$ cat src/rtl/i2cmbe_pkg.sv
package i2cmbe_pkg;

  localparam int unsigned PHASE_W = 4;
  localparam int unsigned REG_W   = 16;
  localparam int unsigned CFG_IDX_W = 3;

  localparam logic [PHASE_W-1:0] PH_IDLE   = 4'd0;
  localparam logic [PHASE_W-1:0] PH_ST_A   = 4'd1;
  localparam logic [PHASE_W-1:0] PH_ST_B   = 4'd2;
  localparam logic [PHASE_W-1:0] PH_ST_C   = 4'd3;
  localparam logic [PHASE_W-1:0] PH_SP_A   = 4'd4;
  localparam logic [PHASE_W-1:0] PH_SP_B   = 4'd5;
  localparam logic [PHASE_W-1:0] PH_SP_C   = 4'd6;
  localparam logic [PHASE_W-1:0] PH_B_SET  = 4'd7;
  localparam logic [PHASE_W-1:0] PH_B_RISE = 4'd8;
  localparam logic [PHASE_W-1:0] PH_B_FALL = 4'd9;
  localparam logic [PHASE_W-1:0] PH_FINISH = 4'd10;

  localparam logic [1:0] CMD_START = 2'd0;
  localparam logic [1:0] CMD_STOP  = 2'd1;
  localparam logic [1:0] CMD_WRITE = 2'd2;
  localparam logic [1:0] CMD_READ  = 2'd3;

  localparam logic [CFG_IDX_W-1:0] REG_START_SETUP = 3'd0;
  localparam logic [CFG_IDX_W-1:0] REG_START_HOLD  = 3'd1;
  localparam logic [CFG_IDX_W-1:0] REG_DATA_HOLD   = 3'd2;
  localparam logic [CFG_IDX_W-1:0] REG_DATA_SETUP  = 3'd3;
  localparam logic [CFG_IDX_W-1:0] REG_CLOCK_HIGH  = 3'd4;
  localparam logic [CFG_IDX_W-1:0] REG_STOP_SETUP  = 3'd5;

  localparam logic [3:0] LAST_DATA_BIT = 4'd7;
  localparam logic [3:0] ACK_SLOT      = 4'd8;

  // input item tdata, highest bit first
  typedef struct packed {
    logic [4:0] pad;
    logic       sda_sample;
    logic       send_ack;
    logic [7:0] tx_byte;
    logic       cmd_valid;
  } cmd_item_t;

  // result item tdata, highest bit first
  typedef struct packed {
    logic [1:0] pad;
    logic       ack_seen;
    logic [7:0] rx_byte;
    logic       done_res;
    logic       busy_res;
    logic       sda_drive;
    logic       sda_level;
    logic       scl_level;
  } result_t;

endpackage

$ cat src/rtl/i2c_master_byte_engine.sv
// A result item appears in the cycle after its input item is accepted.
// Throughput: one item per cycle unless the output stalls; each item is one bus tick, worked out by
// the phase sequencer between the input handshake and the output register.
// s_axis_tready stays high unless a result is held and not taken.
// Reset (synchronous, active high): engine idle, SCL/SDA high and driven,
// timing registers back to their defaults, no result pending.
module i2c_master_byte_engine
  import i2cmbe_pkg::*;
#(
  parameter int unsigned DELAY_WIDTH = 16
) (
  input  logic                 clk,
  input  logic                 rst,
  input  logic                 s_axis_tvalid,
  output logic                 s_axis_tready,
  // cmd_valid[0], tx_byte[8:1], send_ack[9], sda_sample[10], zeros above
  input  logic [15:0]          s_axis_tdata,
  // req_type[1:0]
  input  logic [1:0]           s_axis_tuser,
  output logic                 m_axis_tvalid,
  input  logic                 m_axis_tready,
  // scl_level[0], sda_level[1], sda_drive[2], busy_res[3], done_res[4],
  // rx_byte[12:5], ack_seen[13], zeros above
  output logic [15:0]          m_axis_tdata,
  input  logic                 cfg_valid,
  output logic                 cfg_ready,
  input  logic [CFG_IDX_W-1:0] cfg_index,
  input  logic [REG_W-1:0]     cfg_data
);

  localparam int unsigned CW = (DELAY_WIDTH < REG_W) ? DELAY_WIDTH : REG_W;

  logic [REG_W-1:0] start_setup_ticks, start_hold_ticks, data_hold_ticks;
  logic [REG_W-1:0] data_setup_ticks, clock_high_ticks, stop_setup_ticks;

  logic [PHASE_W-1:0]     phase, phase_next;
  logic [3:0]             bit_count, bit_count_next;
  logic [DELAY_WIDTH-1:0] wait_count, wait_count_next;
  logic [7:0]             shift_byte, shift_byte_next;
  logic [1:0]             current_command, current_command_next;
  logic                   ack_choice, ack_choice_next;
  logic                   scl_reg, scl_reg_next;
  logic                   sda_reg, sda_reg_next;
  logic                   sda_dir_reg, sda_dir_reg_next;
  logic                   ack_reg, ack_reg_next;
  logic [7:0]             rx_hold, rx_hold_next;
  logic                   done_next;

  cmd_item_t in_item;
  result_t   res;
  logic      in_fire;

  assign in_item       = cmd_item_t'(s_axis_tdata);
  assign s_axis_tready = !m_axis_tvalid || m_axis_tready;
  assign in_fire       = s_axis_tvalid && s_axis_tready;
  assign cfg_ready     = 1'b1;

  function automatic logic [DELAY_WIDTH-1:0] delay_of(input logic [REG_W-1:0] r);
    return DELAY_WIDTH'(r[CW-1:0]);
  endfunction

  always_ff @(posedge clk) begin
    if (rst) begin
      start_setup_ticks <= 16'd5;
      start_hold_ticks  <= 16'd4;
      data_hold_ticks   <= 16'd1;
      data_setup_ticks  <= 16'd1;
      clock_high_ticks  <= 16'd5;
      stop_setup_ticks  <= 16'd4;
    end else if (cfg_valid) begin
      case (cfg_index)
        REG_START_SETUP: start_setup_ticks <= cfg_data;
        REG_START_HOLD:  start_hold_ticks  <= cfg_data;
        REG_DATA_HOLD:   data_hold_ticks   <= cfg_data;
        REG_DATA_SETUP:  data_setup_ticks  <= cfg_data;
        REG_CLOCK_HIGH:  clock_high_ticks  <= cfg_data;
        REG_STOP_SETUP:  stop_setup_ticks  <= cfg_data;
        default: ;
      endcase
    end
  end

  always_comb begin
    logic                run_step;
    logic [PHASE_W-1:0]  ph;
    logic                rd;
    phase_next           = phase;
    bit_count_next       = bit_count;
    wait_count_next      = wait_count;
    shift_byte_next      = shift_byte;
    current_command_next = current_command;
    ack_choice_next      = ack_choice;
    scl_reg_next         = scl_reg;
    sda_reg_next         = sda_reg;
    sda_dir_reg_next     = sda_dir_reg;
    ack_reg_next         = ack_reg;
    rx_hold_next         = rx_hold;
    done_next            = 1'b0;
    run_step             = 1'b0;
    ph                   = phase;

    if (phase == PH_IDLE || phase > PH_FINISH) begin
      phase_next = PH_IDLE;
      ph         = PH_IDLE;
      if (in_item.cmd_valid) begin
        // take the command and make its first pin step on this tick
        current_command_next = s_axis_tuser;
        ack_choice_next      = in_item.send_ack;
        bit_count_next       = '0;
        wait_count_next      = '0;
        shift_byte_next      = (s_axis_tuser == CMD_WRITE) ? in_item.tx_byte : 8'd0;
        case (s_axis_tuser)
          CMD_START: ph = PH_ST_A;
          CMD_STOP:  ph = PH_SP_A;
          default:   ph = PH_B_SET;
        endcase
        run_step = 1'b1;
      end
    end else if (wait_count != '0) begin
      wait_count_next = wait_count - 1'b1;
    end else begin
      run_step = 1'b1;
    end

    rd = (current_command_next == CMD_READ);

    if (run_step) begin
      case (ph)
        PH_ST_A: begin
          sda_dir_reg_next = 1'b1;
          sda_reg_next     = 1'b1;
          scl_reg_next     = 1'b1;
          wait_count_next  = delay_of(start_setup_ticks);
          phase_next       = PH_ST_B;
        end
        PH_ST_B: begin
          sda_reg_next    = 1'b0;
          wait_count_next = delay_of(start_hold_ticks);
          phase_next      = PH_ST_C;
        end
        PH_ST_C: begin
          scl_reg_next    = 1'b0;
          wait_count_next = delay_of(data_hold_ticks);
          phase_next      = PH_FINISH;
        end
        PH_SP_A: begin
          sda_dir_reg_next = 1'b1;
          sda_reg_next     = 1'b0;
          wait_count_next  = delay_of(data_setup_ticks);
          phase_next       = PH_SP_B;
        end
        PH_SP_B: begin
          scl_reg_next    = 1'b1;
          wait_count_next = delay_of(stop_setup_ticks);
          phase_next      = PH_SP_C;
        end
        PH_SP_C: begin
          sda_reg_next    = 1'b1;
          wait_count_next = '0;
          phase_next      = PH_FINISH;
        end
        PH_B_SET: begin
          if (bit_count_next < ACK_SLOT) begin
            if (rd) begin
              sda_dir_reg_next = 1'b0;
            end else begin
              sda_dir_reg_next = 1'b1;
              sda_reg_next     = shift_byte_next[7];
            end
          end else begin
            // ack slot: read drives ACK/NACK, write releases SDA for the slave
            if (rd) begin
              sda_dir_reg_next = 1'b1;
              sda_reg_next     = !ack_choice_next;
            end else begin
              sda_dir_reg_next = 1'b0;
            end
          end
          wait_count_next = delay_of(data_setup_ticks);
          phase_next      = PH_B_RISE;
        end
        PH_B_RISE: begin
          scl_reg_next    = 1'b1;
          wait_count_next = delay_of(clock_high_ticks);
          phase_next      = PH_B_FALL;
        end
        PH_B_FALL: begin
          if (bit_count < ACK_SLOT) begin
            if (rd) begin
              shift_byte_next = {shift_byte[6:0], in_item.sda_sample};
            end else begin
              shift_byte_next = {shift_byte[6:0], 1'b0};
            end
            if (rd && bit_count == LAST_DATA_BIT) begin
              rx_hold_next = {shift_byte[6:0], in_item.sda_sample};
            end
          end else if (!rd) begin
            ack_reg_next = !in_item.sda_sample;
          end
          scl_reg_next    = 1'b0;
          wait_count_next = delay_of(data_hold_ticks);
          if (bit_count >= ACK_SLOT) begin
            phase_next = PH_FINISH;
          end else begin
            bit_count_next = bit_count + 1'b1;
            phase_next     = PH_B_SET;
          end
        end
        PH_FINISH: begin
          done_next  = 1'b1;
          phase_next = PH_IDLE;
        end
        default: begin
          phase_next = PH_IDLE;
        end
      endcase
    end
  end

  always_comb begin
    res           = '0;
    res.scl_level = scl_reg_next;
    res.sda_level = sda_reg_next;
    res.sda_drive = sda_dir_reg_next;
    res.busy_res  = (phase_next != PH_IDLE);
    res.done_res  = done_next;
    res.rx_byte   = rx_hold_next;
    res.ack_seen  = ack_reg_next;
  end

  always_ff @(posedge clk) begin
    if (rst) begin
      phase           <= PH_IDLE;
      bit_count       <= '0;
      wait_count      <= '0;
      shift_byte      <= '0;
      current_command <= CMD_START;
      ack_choice      <= 1'b0;
      scl_reg         <= 1'b1;
      sda_reg         <= 1'b1;
      sda_dir_reg     <= 1'b1;
      ack_reg         <= 1'b0;
      rx_hold         <= '0;
    end else if (in_fire) begin
      phase           <= phase_next;
      bit_count       <= bit_count_next;
      wait_count      <= wait_count_next;
      shift_byte      <= shift_byte_next;
      current_command <= current_command_next;
      ack_choice      <= ack_choice_next;
      scl_reg         <= scl_reg_next;
      sda_reg         <= sda_reg_next;
      sda_dir_reg     <= sda_dir_reg_next;
      ack_reg         <= ack_reg_next;
      rx_hold         <= rx_hold_next;
    end
  end

  // hold the result until taken; a new item may load it in the same cycle
  always_ff @(posedge clk) begin
    if (rst) begin
      m_axis_tvalid <= 1'b0;
    end else if (in_fire) begin
      m_axis_tvalid <= 1'b1;
    end else if (m_axis_tready) begin
      m_axis_tvalid <= 1'b0;
    end
  end

  always_ff @(posedge clk) begin
    if (in_fire) begin
      m_axis_tdata <= 16'(res);
    end
  end

endmodule
$ cat config.mk
export PLATFORM = sky130hd
export DESIGN_NAME = i2c_master_byte_engine
export DESIGN_NICKNAME = d
export VERILOG_FILES = /design/src/rtl/i2cmbe_pkg.sv /design/src/rtl/i2c_master_byte_engine.sv
export SDC_FILE = /design/constraint.sdc
export NUM_CORES = 1
export LEC_CHECK = 0
export BUFFER_PORTS_ARGS = -buffer_cell sky130_fd_sc_hd__buf_2
export CAP_MARGIN = 20
export CELL_PAD_IN_SITES_DETAIL_PLACEMENT = 1
export CELL_PAD_IN_SITES_GLOBAL_PLACEMENT = 2
export CORE_MARGIN = 1
export CORE_UTILIZATION = 36
export CTS_CLUSTER_DIAMETER = 100
export DETAILED_ROUTE_END_ITERATION = 8
export PLACE_DENSITY = 0.9
export SLEW_MARGIN = 20
export SYNTH_ARGS = -nofsm -noshare
export SYNTH_HDL_FRONTEND = slang
export SYNTH_SLANG_ARGS = --single-unit
$ cat constraint.sdc
create_clock -name clk -period 3.54 [get_ports clk]
set_input_delay 0.531 -clock clk [delete_from_list [all_inputs] [get_ports clk]]
set_output_delay 0.531 -clock clk [all_outputs]
set_load 0.01 [all_outputs]
## Word-level counts from Yosys, hierarchy flattened

Index checks and enable logic that the tools add are counted.

| operators by class | value |
|---|---|
| add/subtract/negate cells | 2 |
| $lt $le $gt $ge | 4 |
| equal/unequal tests | 19 |
| muxes and demuxes | 54 |
| reductions and logical operators | 26 |

Operator list:

| operator | count |
|---|---|
| 16-bit one-hot mux with 7 select lines | 1 |
| 8-bit two-way mux | 10 |
| 16-bit two-way mux | 4 |
| 4-bit two-way mux | 9 |
| 4-bit one-hot mux with 8 select lines | 1 |
| 1-bit two-way mux | 22 |
| 4-bit by 3-bit equality test with 1-bit output (second input constant) | 5 |
| 16-bit nonzero test | 1 |
| 16-bit by 1-bit subtractor with 16-bit output (second input constant) | 1 |
| 4-bit equality test (second input constant) | 3 |
| 2-bit AND reduction | 6 |
| 2-bit OR reduction | 6 |
| 4-bit by 2-bit equality test with 1-bit output (second input constant) | 2 |
| 4-bit less-than comparator (second input constant) | 2 |
| 3-bit by 2-bit equality test with 1-bit output (second input constant) | 2 |
| 3-bit equality test (second input constant) | 2 |
| 3-bit one-hot mux with 2 select lines | 1 |
| 4-bit by 1-bit adder with 4-bit output (second input constant) | 1 |
| 2-bit equality test (second input constant) | 2 |
| 4-bit by 1-bit equality test with 1-bit output (second input constant) | 1 |
| 4-bit greater-or-equal comparator (second input constant) | 1 |
| 4-bit greater-than comparator (second input constant) | 1 |
| 4-bit logical NOT | 1 |
| 2-bit two-way mux | 2 |
| 13 further kinds | 18 |

| word-level totals | value |
|---|---|
| register bits | 158 |
| output and inout bits | 19 |
| word-level logic and storage cells | 125 |

## Logic depth before layout (Yosys ltp)

Gate-level depths: netlist of run 1.

| depth | value |
|---|---|
| depth in word-level cells | 9 |
| gate-level depth with buffers | 11 |

## Worst setup path before layout of run 1

OpenSTA, ideal clock, no wires.

| timing path | value |
|---|---|
| kind | register to register |
| from | reg wait_count[2] |
| to | reg m_axis_tdata[10], data pin |
| library setup time | 0.260 ns |
| arrival | 2.475 ns |
| required time | 3.280 ns |
| setup slack | 0.805 ns |
| stages on the path, launching flop included | 10 |
| path buffers | 3 |
| clock period less this slack | 2.735 ns |
| cells stage by stage | dfxtp_1 > buf_6 > or4_1 > buf_2 > nand4bb_4 > mux2_4 > buf_6 > nor3_4 > nand4_2 > mux2_2 |

RTL lines:

| element | line | source |
|---|---|---|
| start: declaration | i2c_master_byte_engine.sv:38 | `logic [DELAY_WIDTH-1:0] wait_count, wait_count_next;` |
| start signal: assignment | i2c_master_byte_engine.sv:247 | `wait_count <= wait_count_next;` |
| end signal: assignment | i2c_master_byte_engine.sv:272 | `m_axis_tdata <= 16'(res);` |
| end: declaration | i2c_master_byte_engine.sv:24 | `output logic [15:0] m_axis_tdata,` |

==> results.py, run 1 <==
metrics = {
    "status": {
        "status": "finished, final reports clean",
    },
    "critical_path": {
        "worstSetupPathType": "register to register",
        "timing.rr.start": "phase[0]",
        "cp_data_required_time_ns": 3.73,
        "crit_path_top_delay_cell": "mux2i_1",
        "reg2reg_to": "m_axis_tdata[7]",
        "crit_buf_inv": 0,
        "crit_cells": 6,
        "cp_data_arrival_time_ns": 3.22,
        "rr_worst_depth": 6,
        "path_cells": "or3_1 > o22a_1 > nand2b_1 > mux2i_1 > nand4_2 > mux2_2",
        "cp_max_fo": 10,
        "max_stage_delay_ns": 0.48,
        "start_kind": "register",
        "rrSetupSlack_ns": 0.51,
        "critPathTopFamily": "simple AND/OR/NAND/NOR gates",
        "end_kind": "register",
    },
    "sta": {
        "setup-violations-final": 0,
        "hold_viol": 0,
        "whs_ns": 0.335,
        "fmax_mhz": 330,
        "fin_crit_ns": 3.03,
        "finalClockSkew_ns": 0.0138,
        "slew_viol_final": 0,
        "final.setup.tns_ns": 0,
        "worstMarginPinSlew_ns": 0.959,
        "fin_ws_ns": 0.512,
        "finalCritPeriodShare_pct": 85.5,
        "relSlewSlack_pct": 35.9,
        "grt_setup_unrepaired": "false",
    },
    "placement": {
        "dpl.cell_count": 1206,
        "io_buffer_count": 52,
        "dpl.hpwl_mm": 14.6,
        "postPlaceCellArea_mm2": 0.00796,
        "gp_congestion": 0.830,
        "detailedPlace.worstSlack_ns": 0.520,
    },
    "clock_tree": {
        "clockBufferDepth": 2,
        "cts_resized": 0,
        "clock_latency_ns": 0.44,
        "postCtsSetupRepairBufs": 0,
        "hold_buffers": 0,
        "htreeDepth": 4,
        "clock_sinks": 158,
        "clockRootBuffer": "clkbuf_16",
        "cts_tree": "done",
        "cts.clk_slew.worst_paths_ns": 0.07,
        "cts_buffers": 17,
    },
    "power_and_ir_drop": {
        "switching_power_mw": 2.28,
        "leakagePower_nw": 3.09,
        "ir_drop_v": 0.000407,
        "pwr-share-comb_pct": 34.7,
        "netSwitchingFraction_pct": 37.3,
        "power.internal_mw": 3.83,
        "pwr_density_cell_mw_per_mm2": 714,
        "p_clk_share_pct": 30.8,
        "seqPwrFrac_pct": 34.5,
    },
    "synth": {
        "synth.distinct_cells": 67,
        "ys_seq_area_share_pct": 44.3,
        "syn_area_mm2": 0.00746,
        "async_flop_share_pct": 0,
        "synth_warnings": 0,
        "synth_cells": 929,
        "syn-mean-instance-area_um2": 8.04,
        "ys_dominant_reg_cell": "dfxtp_1",
        "synth_edf_count": 14,
        "synth-seq-cells": 158,
    },
    "final_layout": {
        "final_cells": 1238,
        "final_cell_area_mm2": 0.00856,
        "area_growth_pct": 14.6,
        "drive_gt1_share_pct": 14.3,
        "fillCellCount": 2455,
        "finalNetCount": 1000,
        "antenna_cells": 0,
    },
    "grt": {
        "grt_pass1_wl_mm": 38.5,
        "grt_use_total_pct": 23.1,
        "overflow": 0,
        "antenna_found_initial": 0,
        "grt_pass1_vias": 7004,
        "grt_max_degree": 44,
    },
    "floorplanning": {
        "initial_utilization_pct": 36.8,
        "ios": 61,
        "die_area_mm2": 0.0213,
        "fp-row-count": 52,
        "core_area_mm2": 0.0203,
        "die_y_um": 146,
        "die_width_um": 146,
    },
    "min_path": {
        "hold_end": "ack_choice",
        "hold_class": "primary input to register",
        "worst_hold_path.num_cells": 3,
        "holdCritStartpoint": "s_axis_tdata[9]",
    },
    "detailed_routing": {
        "drt_iter0_markers": 620,
        "wirelength_mm": 24.0,
        "vias_per_cell": 5.72,
        "drc": 0,
        "vias": 7079,
        "dr.pass1.iters": 5,
        "drtAntennaViolNets": 0,
        "wl_per_cell_um": 19.4,
    },
    "job": {
        "drv_cap": 0,
    },
}
metal layers:
layer	part of all wire, %	track usage [%]	vias up
li1	-	-	3372
met1	47	30.9	3528
met2	47	38.1	154
met3	4.4	4.11	25
met4	1.2	6.82	0
met5	0	0	-
kinds of logic (layout without fill, tap and decap cells):
family          after synthesis  count (layout)  synth area share (%)
compound gates              250             250                  22.0
xor+xnor                      4               4                 0.469
fa+ha+maj                     3               3                 0.503
buf+inv                      81             119                  4.71
flops                       158             158                  44.3
mux                          23              23                  3.30
other cells                   2               3                 0.101
simple gates                408             408                  24.6
cell type report:
| type | count | area [um2] | area share, % |
|---|---|---|---|
| Clock buffer | 20 | 468 | 5.47 |
| Clock inverter | 12 | 131 | 1.54 |
| Inverter | 11 | 41.3 | 0.483 |
| Multi-Input combinational cell | 691 | 3830 | 44.8 |
| Sequential cell | 158 | 3300 | 38.6 |
| Tap cell | 270 | 338 | 3.95 |
| Timing Repair Buffer | 76 | 443 | 5.18 |
cells in the final DEF, fill, tap and decap left out, types with 6 or more instances in the layout:
cell       synthesis  routed
clkbuf_16          0      18
a222oi_1          18      18
nor2b_1            6       6
buf_2              5      51
mux2_2             9       9
a32oi_1            8       8
nor2_1            49      49
and3_1            12      12
o21ai_0           21      21
buf_4              3      25
a31o_2             7       7
nor3_1            11      10
dfxtp_1          144     144
a311o_1            6       6
inv_1             11      11
mux2i_1           13      13
a22oi_1           16      16
a31oi_1           11      11
nand3_1           31      31
or3_1              6       6
edfxtp_1          14      14
nand4_1            7       7
nand2_1          253     253
o211ai_1           6       6
a21oi_1          114     114
a221oi_1           7       7
metrics by stage:
stage,utilization [%],power (mW)
floorplan,-,3.58
global placement,39.2,4.17
detailed placement,39.2,4.20
CTS,42.2,6.13
global route,42.2,6.42
finish,42.2,6.11
how the worst max path moves through the flow:
stage                  startpoint          endpoint
detailed placement       phase[0]   m_axis_tdata[7]
global placement    wait_count[3]   m_axis_tdata[6]
floorplan           wait_count[2]  m_axis_tdata[10]
global route             phase[0]   m_axis_tdata[7]
finish                   phase[0]   m_axis_tdata[7]
CTS                 wait_count[3]    wait_count[13]
synth_stat cells, types with 3 or more instances:
cell / count / area, um2
a222oi_1: 18 / 180
mux2i_1: 13 / 130
o31ai_1: 3 / 22.5
buf_2: 5 / 25.0
ha_1: 3 / 37.5
nand4_1: 7 / 43.8
nor2_1: 49 / 184
a211oi_1: 5 / 37.5
nand2b_1: 4 / 25.0
a311o_1: 6 / 60.1
buf_4: 3 / 22.5
or2_2: 4 / 25.0
buf_6: 4 / 45.0
dfxtp_1: 144 / 2880
nor3_1: 11 / 55.1
clkbuf_1: 56 / 210
and2_1: 5 / 31.3
edfxtp_1: 14 / 420
inv_1: 11 / 41.3
nor2b_1: 6 / 37.5
o21a_1: 3 / 22.5
nor4_1: 5 / 31.3
and3_1: 12 / 75.1
a22oi_1: 16 / 120
a31o_2: 7 / 61.3
or4_1: 5 / 37.5
o221ai_1: 5 / 43.8
or3_1: 6 / 37.5
o211ai_1: 6 / 45.0
a31oi_1: 11 / 68.8
nand3_1: 31 / 155
a221oi_1: 7 / 61.3
o21ai_0: 21 / 105
a21oi_1: 114 / 571
mux2_2: 9 / 101
nand2_1: 253 / 950
a32oi_1: 8 / 70.1
worst min-delay path, stage by stage:
cell and delay (ns):
buf_2 0.07, mux2i_1 0.06, nor2_1 0.07
power groups by stage:
stage               registers, mW  clock network (mW)  logic (mW)
finish                       2.11                1.88        2.12
global route                 2.13                2.00        2.29
CTS                          2.10                1.92        2.10
detailed placement           2.14                   0        2.07
global placement             2.13                   0        2.04
floorplan                    2.10                   0        1.48
Note: power is estimated with default switching activity, not from simulation.
==> run 2: changes to the inputs <==
==> constraint.sdc (replaced) <==
create_clock -name clk -period 3.54 [get_ports clk]
set_input_delay 0.354 -clock clk [delete_from_list [all_inputs] [get_ports clk]]
set_output_delay 0.354 -clock clk [all_outputs]
set_load 0.01 [all_outputs]
==> run 2 against run 1 <==
Hold slack got worse by 0.17 ns. Clock power about the same. Clock-buffer cell count rose by 2. Die area unchanged. Maximum frequency shrank 1.9%.
==> results.py, run 2 (synthesis results as in run 1) <==
metrics = {
    "clock_tree": {
        "clockRootBuffer": "clkbuf_16",
        "htreeDepth": 4,
        "hold_buffers": 0,
        "cts_resized": 0,
        "clockBufferDepth": 2,
        "cts.clk_slew.worst_paths_ns": 0.06,
        "cts_buffers": 17,
        "postCtsSetupRepairBufs": 0,
        "clock_latency_ns": 0.43,
        "clock_sinks": 158,
        "cts_tree": "done",
    },
    "job": {
        "drv_cap": 0,
    },
    "power_and_ir_drop": {
        "switching_power_mw": 2.24,
        "ir_drop_v": 0.000334,
        "p_clk_share_pct": 31.1,
        "netSwitchingFraction_pct": 36.6,
        "seqPwrFrac_pct": 34.6,
        "pwr_density_cell_mw_per_mm2": 716,
        "leakagePower_nw": 3.07,
        "pwr-share-comb_pct": 34.2,
        "finalPower_mw": 6.12,
        "power.internal_mw": 3.88,
    },
    "critical_path": {
        "end_kind": "register",
        "reg2reg_to": "m_axis_tdata[7]",
        "timing.rr.start": "wait_count[2]",
        "cp_data_required_time_ns": 3.72,
        "rrSetupSlack_ns": 0.45,
        "rr_worst_depth": 6,
        "cp_max_fo": 11,
        "start_kind": "register",
        "cp_data_arrival_time_ns": 3.27,
        "worstSetupPathType": "register to register",
    },
    "detailed_routing": {
        "dr.pass1.iters": 5,
        "drt_iter0_markers": 457,
        "wirelength_mm": 24.1,
        "drtAntennaViolNets": 0,
        "wl_per_cell_um": 19.6,
        "vias": 7069,
        "vias_per_cell": 5.74,
        "drc": 0,
    },
    "floorplanning": {
        "die_y_um": 146,
        "die_area_mm2": 0.0213,
        "ios": 61,
        "initial_utilization_pct": 36.8,
        "core_area_mm2": 0.0203,
        "fp-row-count": 52,
        "die_width_um": 146,
    },
    "sta": {
        "fmax_mhz": 324,
        "final.setup.tns_ns": 0,
        "finalClockSkew_ns": 0.0127,
        "hold_viol": 0,
        "relSlewSlack_pct": 36.0,
        "slew_viol_final": 0,
        "worstMarginPinSlew_ns": 0.957,
        "finalCritPeriodShare_pct": 87.2,
        "setup-violations-final": 0,
        "grt_setup_unrepaired": "false",
        "whs_ns": 0.163,
        "fin_crit_ns": 3.09,
    },
    "final_layout": {
        "antenna_cells": 0,
        "area_growth_pct": 14.5,
        "finalNetCount": 996,
        "drive_gt1_share_pct": 13.7,
        "mostFrequentLayoutCell": "nand2_1",
        "final_cell_mix": "nand2_1 (253), dfxtp_1 (144), a21oi_1 (114)",
        "final_cell_area_mm2": 0.00855,
    },
    "grt": {
        "grt_use_total_pct": 23.2,
        "grt_pass1_vias": 7155,
        "grt_max_degree": 44,
        "grt_pass1_wl_mm": 38.7,
        "overflow": 0,
        "antenna_found_initial": 0,
    },
    "placement": {
        "postPlaceCellArea_mm2": 0.00794,
        "dpl.hpwl_mm": 15.0,
        "gp_congestion": 0.817,
        "io_buffer_count": 52,
    },
    "min_path": {
        "worst_hold_path.num_cells": 3,
        "hold_class": "primary input to register",
        "hold_end": "ack_choice",
        "holdCritStartpoint": "s_axis_tdata[9]",
    },
    "status": {
        "status": "finished, final reports clean",
    },
}
## run 2: changes by cell type in the layout (fill, tap and decap cells not counted), sizes merged
cell / delta
buf: -4
clkinvlp: -2
clkinv: -1
inv: -2
clkbuf: +2
## run 2: worst max path at each step
stage / cells past startpoint / startpoint / slack (ns) / to
floorplan: 9 / wait_count[2] / 0.81 / m_axis_tdata[10]
global placement: 6 / wait_count[2] / 0.57 / m_axis_tdata[6]
detailed placement: 6 / wait_count[2] / 0.49 / m_axis_tdata[6]
CTS: 6 / wait_count[2] / 0.46 / m_axis_tdata[6]
global route: 6 / wait_count[2] / 0.32 / m_axis_tdata[7]
finish: 6 / wait_count[2] / 0.45 / m_axis_tdata[7]
## run 2: through the flow
stage          std cells  util, %  setup slack, ns
4_1_cts             1231     42.1            0.460
6_report            1231     42.1            0.453
2_1_floorplan        930        -            0.805
3_3_place_gp        1202     39.1            0.571
3_5_place_dp        1202     39.1            0.491
5_1_grt             1231     42.1            0.320
## run 2: routing by layer
| metal | global-route usage [%] | share of wire [%] |
|---|---|---|
| met5 | 0 | 0 |
| met4 | 7.86 | 2.0 |
| met3 | 4.08 | 4.8 |
| met2 | 39.3 | 49 |
| met1 | 29.8 | 44 |
## run 2: power groups by stage
stage | registers [mW] | clock network [mW] | logic [mW]
6_report | 2.12 | 1.90 | 2.10
5_1_grt | 2.14 | 2.01 | 2.28
4_1_cts | 2.12 | 1.94 | 2.08
3_5_place_dp | 2.15 | 0 | 2.04
3_3_place_gp | 2.15 | 0 | 2.00
2_1_floorplan | 2.10 | 0 | 1.48
## run 2: critical path, stage by stage, from the launching register on
cell,delay [ns]
dfxtp_1,0.38
or4_1,0.70
nand4bb_4,0.31
mux2_4,0.39
nor3_4,0.31
nand4_2,0.35
mux2_2,0.39
## run 2: layout make-up
type                    instances  area [um2]
fillers                      2443       11800
flip-flops and latches        158        3300
inverters                      11        41.3
repair buffers                 72         413
well taps                     270         338
clock buffers                  22         507
multi-input cells             691        3840
clock inverters                 7         101
==> run 3: changes to the inputs <==
Settings changed: ABC_AREA set to 1, CORE_UTILIZATION 36 to 34.
==> run 3 against run 2 <==
Non-clock buffer count fell by 9. Clock skew is 0.0019 ns higher. Routed wire length barely moved. Hold slack better by 0.042 ns. Core utilization shrank 2.1 points. Critical path depth grew 7. Register-to-register slack improved by 0.17 ns. Largest power group is now combinational logic. Highest routed layer unchanged.
==> results.py, run 3 <==
metrics = {
    "sta": {
        "fin_crit_ns": 2.92,
        "finalClockSkew_ns": 0.0146,
        "slew_viol_final": 0,
        "setup-violations-final": 0,
        "final.setup.tns_ns": 0,
        "hold_viol": 0,
        "fmax_mhz": 342,
        "fin_ws_ns": 0.618,
        "grt_setup_unrepaired": "false",
        "worstMarginPinSlew_ns": 0.825,
        "relSlewSlack_pct": 44.9,
        "finalCritPeriodShare_pct": 82.5,
    },
    "synth": {
        "synth_area_leaders": "dfxtp_1 (36%), nor2_1 (12%), nand2_1 (10%)",
        "synth-seq-cells": 158,
        "synth_edf_count": 14,
        "ys_seq_area_share_pct": 41.1,
        "syn_area_mm2": 0.00803,
        "yosys.area.top_type": "dfxtp_1",
        "synth.distinct_cells": 36,
        "ys_dominant_reg_cell": "dfxtp_1",
        "async_flop_share_pct": 0,
        "yosysMostFrequentCell": "nor2_1",
        "syn-mean-instance-area_um2": 6.80,
        "synth_cells": 1181,
        "synthTopCellsByCount": "nor2_1 (250), nand2_1 (217), dfxtp_1 (144)",
        "synth_warnings": 0,
        "yosys.area.top_type_share_pct": 35.9,
    },
    "final_layout": {
        "final_cell_mix": "nor2_1 (250), nand2_1 (217), dfxtp_1 (144)",
        "antenna_cells": 0,
        "mostFrequentLayoutCell": "nor2_1",
        "drive_gt1_share_pct": 11.5,
        "post-route-util_pct": 40.0,
        "area_growth_pct": 14.0,
        "final_cells": 1534,
        "finalNetCount": 1253,
    },
    "clock_tree": {
        "hold_buffers": 0,
        "cts_tree": "done",
        "clock_latency_ns": 0.43,
        "clockRootBuffer": "clkbuf_16",
        "cts.clk_slew.worst_paths_ns": 0.07,
        "cts_buffers": 17,
        "cts_resized": 0,
        "postCtsSetupRepairBufs": 0,
        "clockBufferDepth": 2,
        "clock_sinks": 158,
        "htreeDepth": 4,
    },
    "floorplanning": {
        "core_area_mm2": 0.0229,
        "ios": 61,
        "die_y_um": 156,
        "die_width_um": 156,
        "fp-row-count": 55,
        "initial_utilization_pct": 35.1,
        "die_area_mm2": 0.0242,
    },
    "power_and_ir_drop": {
        "ir_drop_v": 0.000428,
        "finalPower_mw": 6.59,
        "leakagePower_nw": 4.22,
        "pwr_density_cell_mw_per_mm2": 720,
    },
    "detailed_routing": {
        "routed-wl-met3_um": 757,
        "top_layer": "met4",
        "drc": 0,
        "drtAntennaViolNets": 0,
        "drt_iter0_markers": 365,
        "dr.pass1.iters": 4,
        "met2_length_mm": 11.8,
        "wl_met1_mm": 11.3,
        "vias": 7639,
        "wl_per_cell_um": 15.7,
        "wirelength_mm": 24.1,
        "vias_per_cell": 4.98,
    },
    "critical_path": {
        "cp_data_required_time_ns": 3.86,
        "cp_data_arrival_time_ns": 3.24,
        "max_stage_delay_ns": 0.41,
        "cp_max_fo": 15,
        "crit_top_cell": "inv_1",
        "path_cells": "inv_1 > ha_1 > nand2_1 > nor2_2 > nand2_2 > o21ai_4 > inv_1 > nor2_4 > nand3_4 > nand2_1 > o21ai_1 > o21ai_0 > inv_1",
        "worstSetupPathType": "register to register",
        "end_kind": "register",
        "crit_path_top_delay_cell": "o21ai_4",
        "start_kind": "register",
    },
    "grt": {
        "grt_max_degree": 97,
        "antenna_found_initial": 0,
        "overflow": 0,
        "grt_pass1_vias": 7751,
        "grt_pass1_wl_mm": 40.4,
        "grt_use_total_pct": 21.2,
    },
    "min_path": {
        "hold_class": "primary input to register",
    },
    "placement": {
        "io_buffer_count": 52,
        "gp_congestion": 0.819,
        "detailedPlace.worstSlack_ns": 0.649,
        "dpl.cell_count": 1502,
        "dpl.hpwl_mm": 15.8,
    },
    "status": {
        "status": "finished, final reports clean",
    },
    "job": {
        "drv_cap": 0,
    },
}
[run 3: metal layers]
metal	vias up	track usage, %
li1	3859	-
met1	3670	27.4
met2	100	36.3
met3	10	3.47
met4	0	5.93
met5	-	0
[run 3: layout make-up]
type	count	area (um2)
well taps	313	392
clock inverters	13	169
flip-flops and latches	158	3300
inverters	109	409
clock buffers	19	464
fillers	3000	13800
repair buffers	63	355
multi-input cells	859	4070
[run 3: report_power, final]
part           leakage [nW]  switching [mW]  total [mW]  internal [mW]
registers              1.31           0.143        2.12           1.98
logic                  2.60            1.66        2.48          0.816
clock network         0.310           0.855        1.99           1.13
total                  4.22            2.66        6.59           3.93
[run 3: worst paths after layout]
path,end,cells past startpoint,slack [ns],from
hold reg to reg,clock_high_ticks[2],2,0.46,clock_high_ticks[2]
setup / recovery,rx_hold[0],13,0.62,wait_count[0]
hold / removal,ack_choice,3,0.21,s_axis_tdata[9]
setup reg to reg,rx_hold[0],13,0.62,wait_count[0]
[run 3: cell families (layout without fill, tap and decap cells)]
family                   after synthesis  count (layout)  share of synthesized area (%)
AO/OA/AOI/OAI                        220             220                           14.6
XOR/XNOR                              12              12                           1.31
adder cells (fa/ha/maj)                3               3                          0.467
buffers and inverters                165             204                           8.32
flip-flops                           158             158                           41.1
other                                  2               3                         0.0935
AND/OR/NAND/NOR                      621             621                           34.1
[run 3: metrics by stage]
step / instance area [um2] / hold WS (ns)
floorplan: 8040 / 0.429
global placement: 8520 / 0.440
detailed placement: 8520 / 0.445
CTS: 9160 / 0.187
global route: 9160 / 0.224
finish: 9160 / 0.205
[run 3: critical path, delay by kind of cell, from the launching register on]
family	cells	cell delay (ns)
and+or+nand+nor	6	1.09
AOI/OAI and AO/OA	3	0.69
buffers and inverters	3	0.44
DFF	1	0.36
adders and majority gates	1	0.23
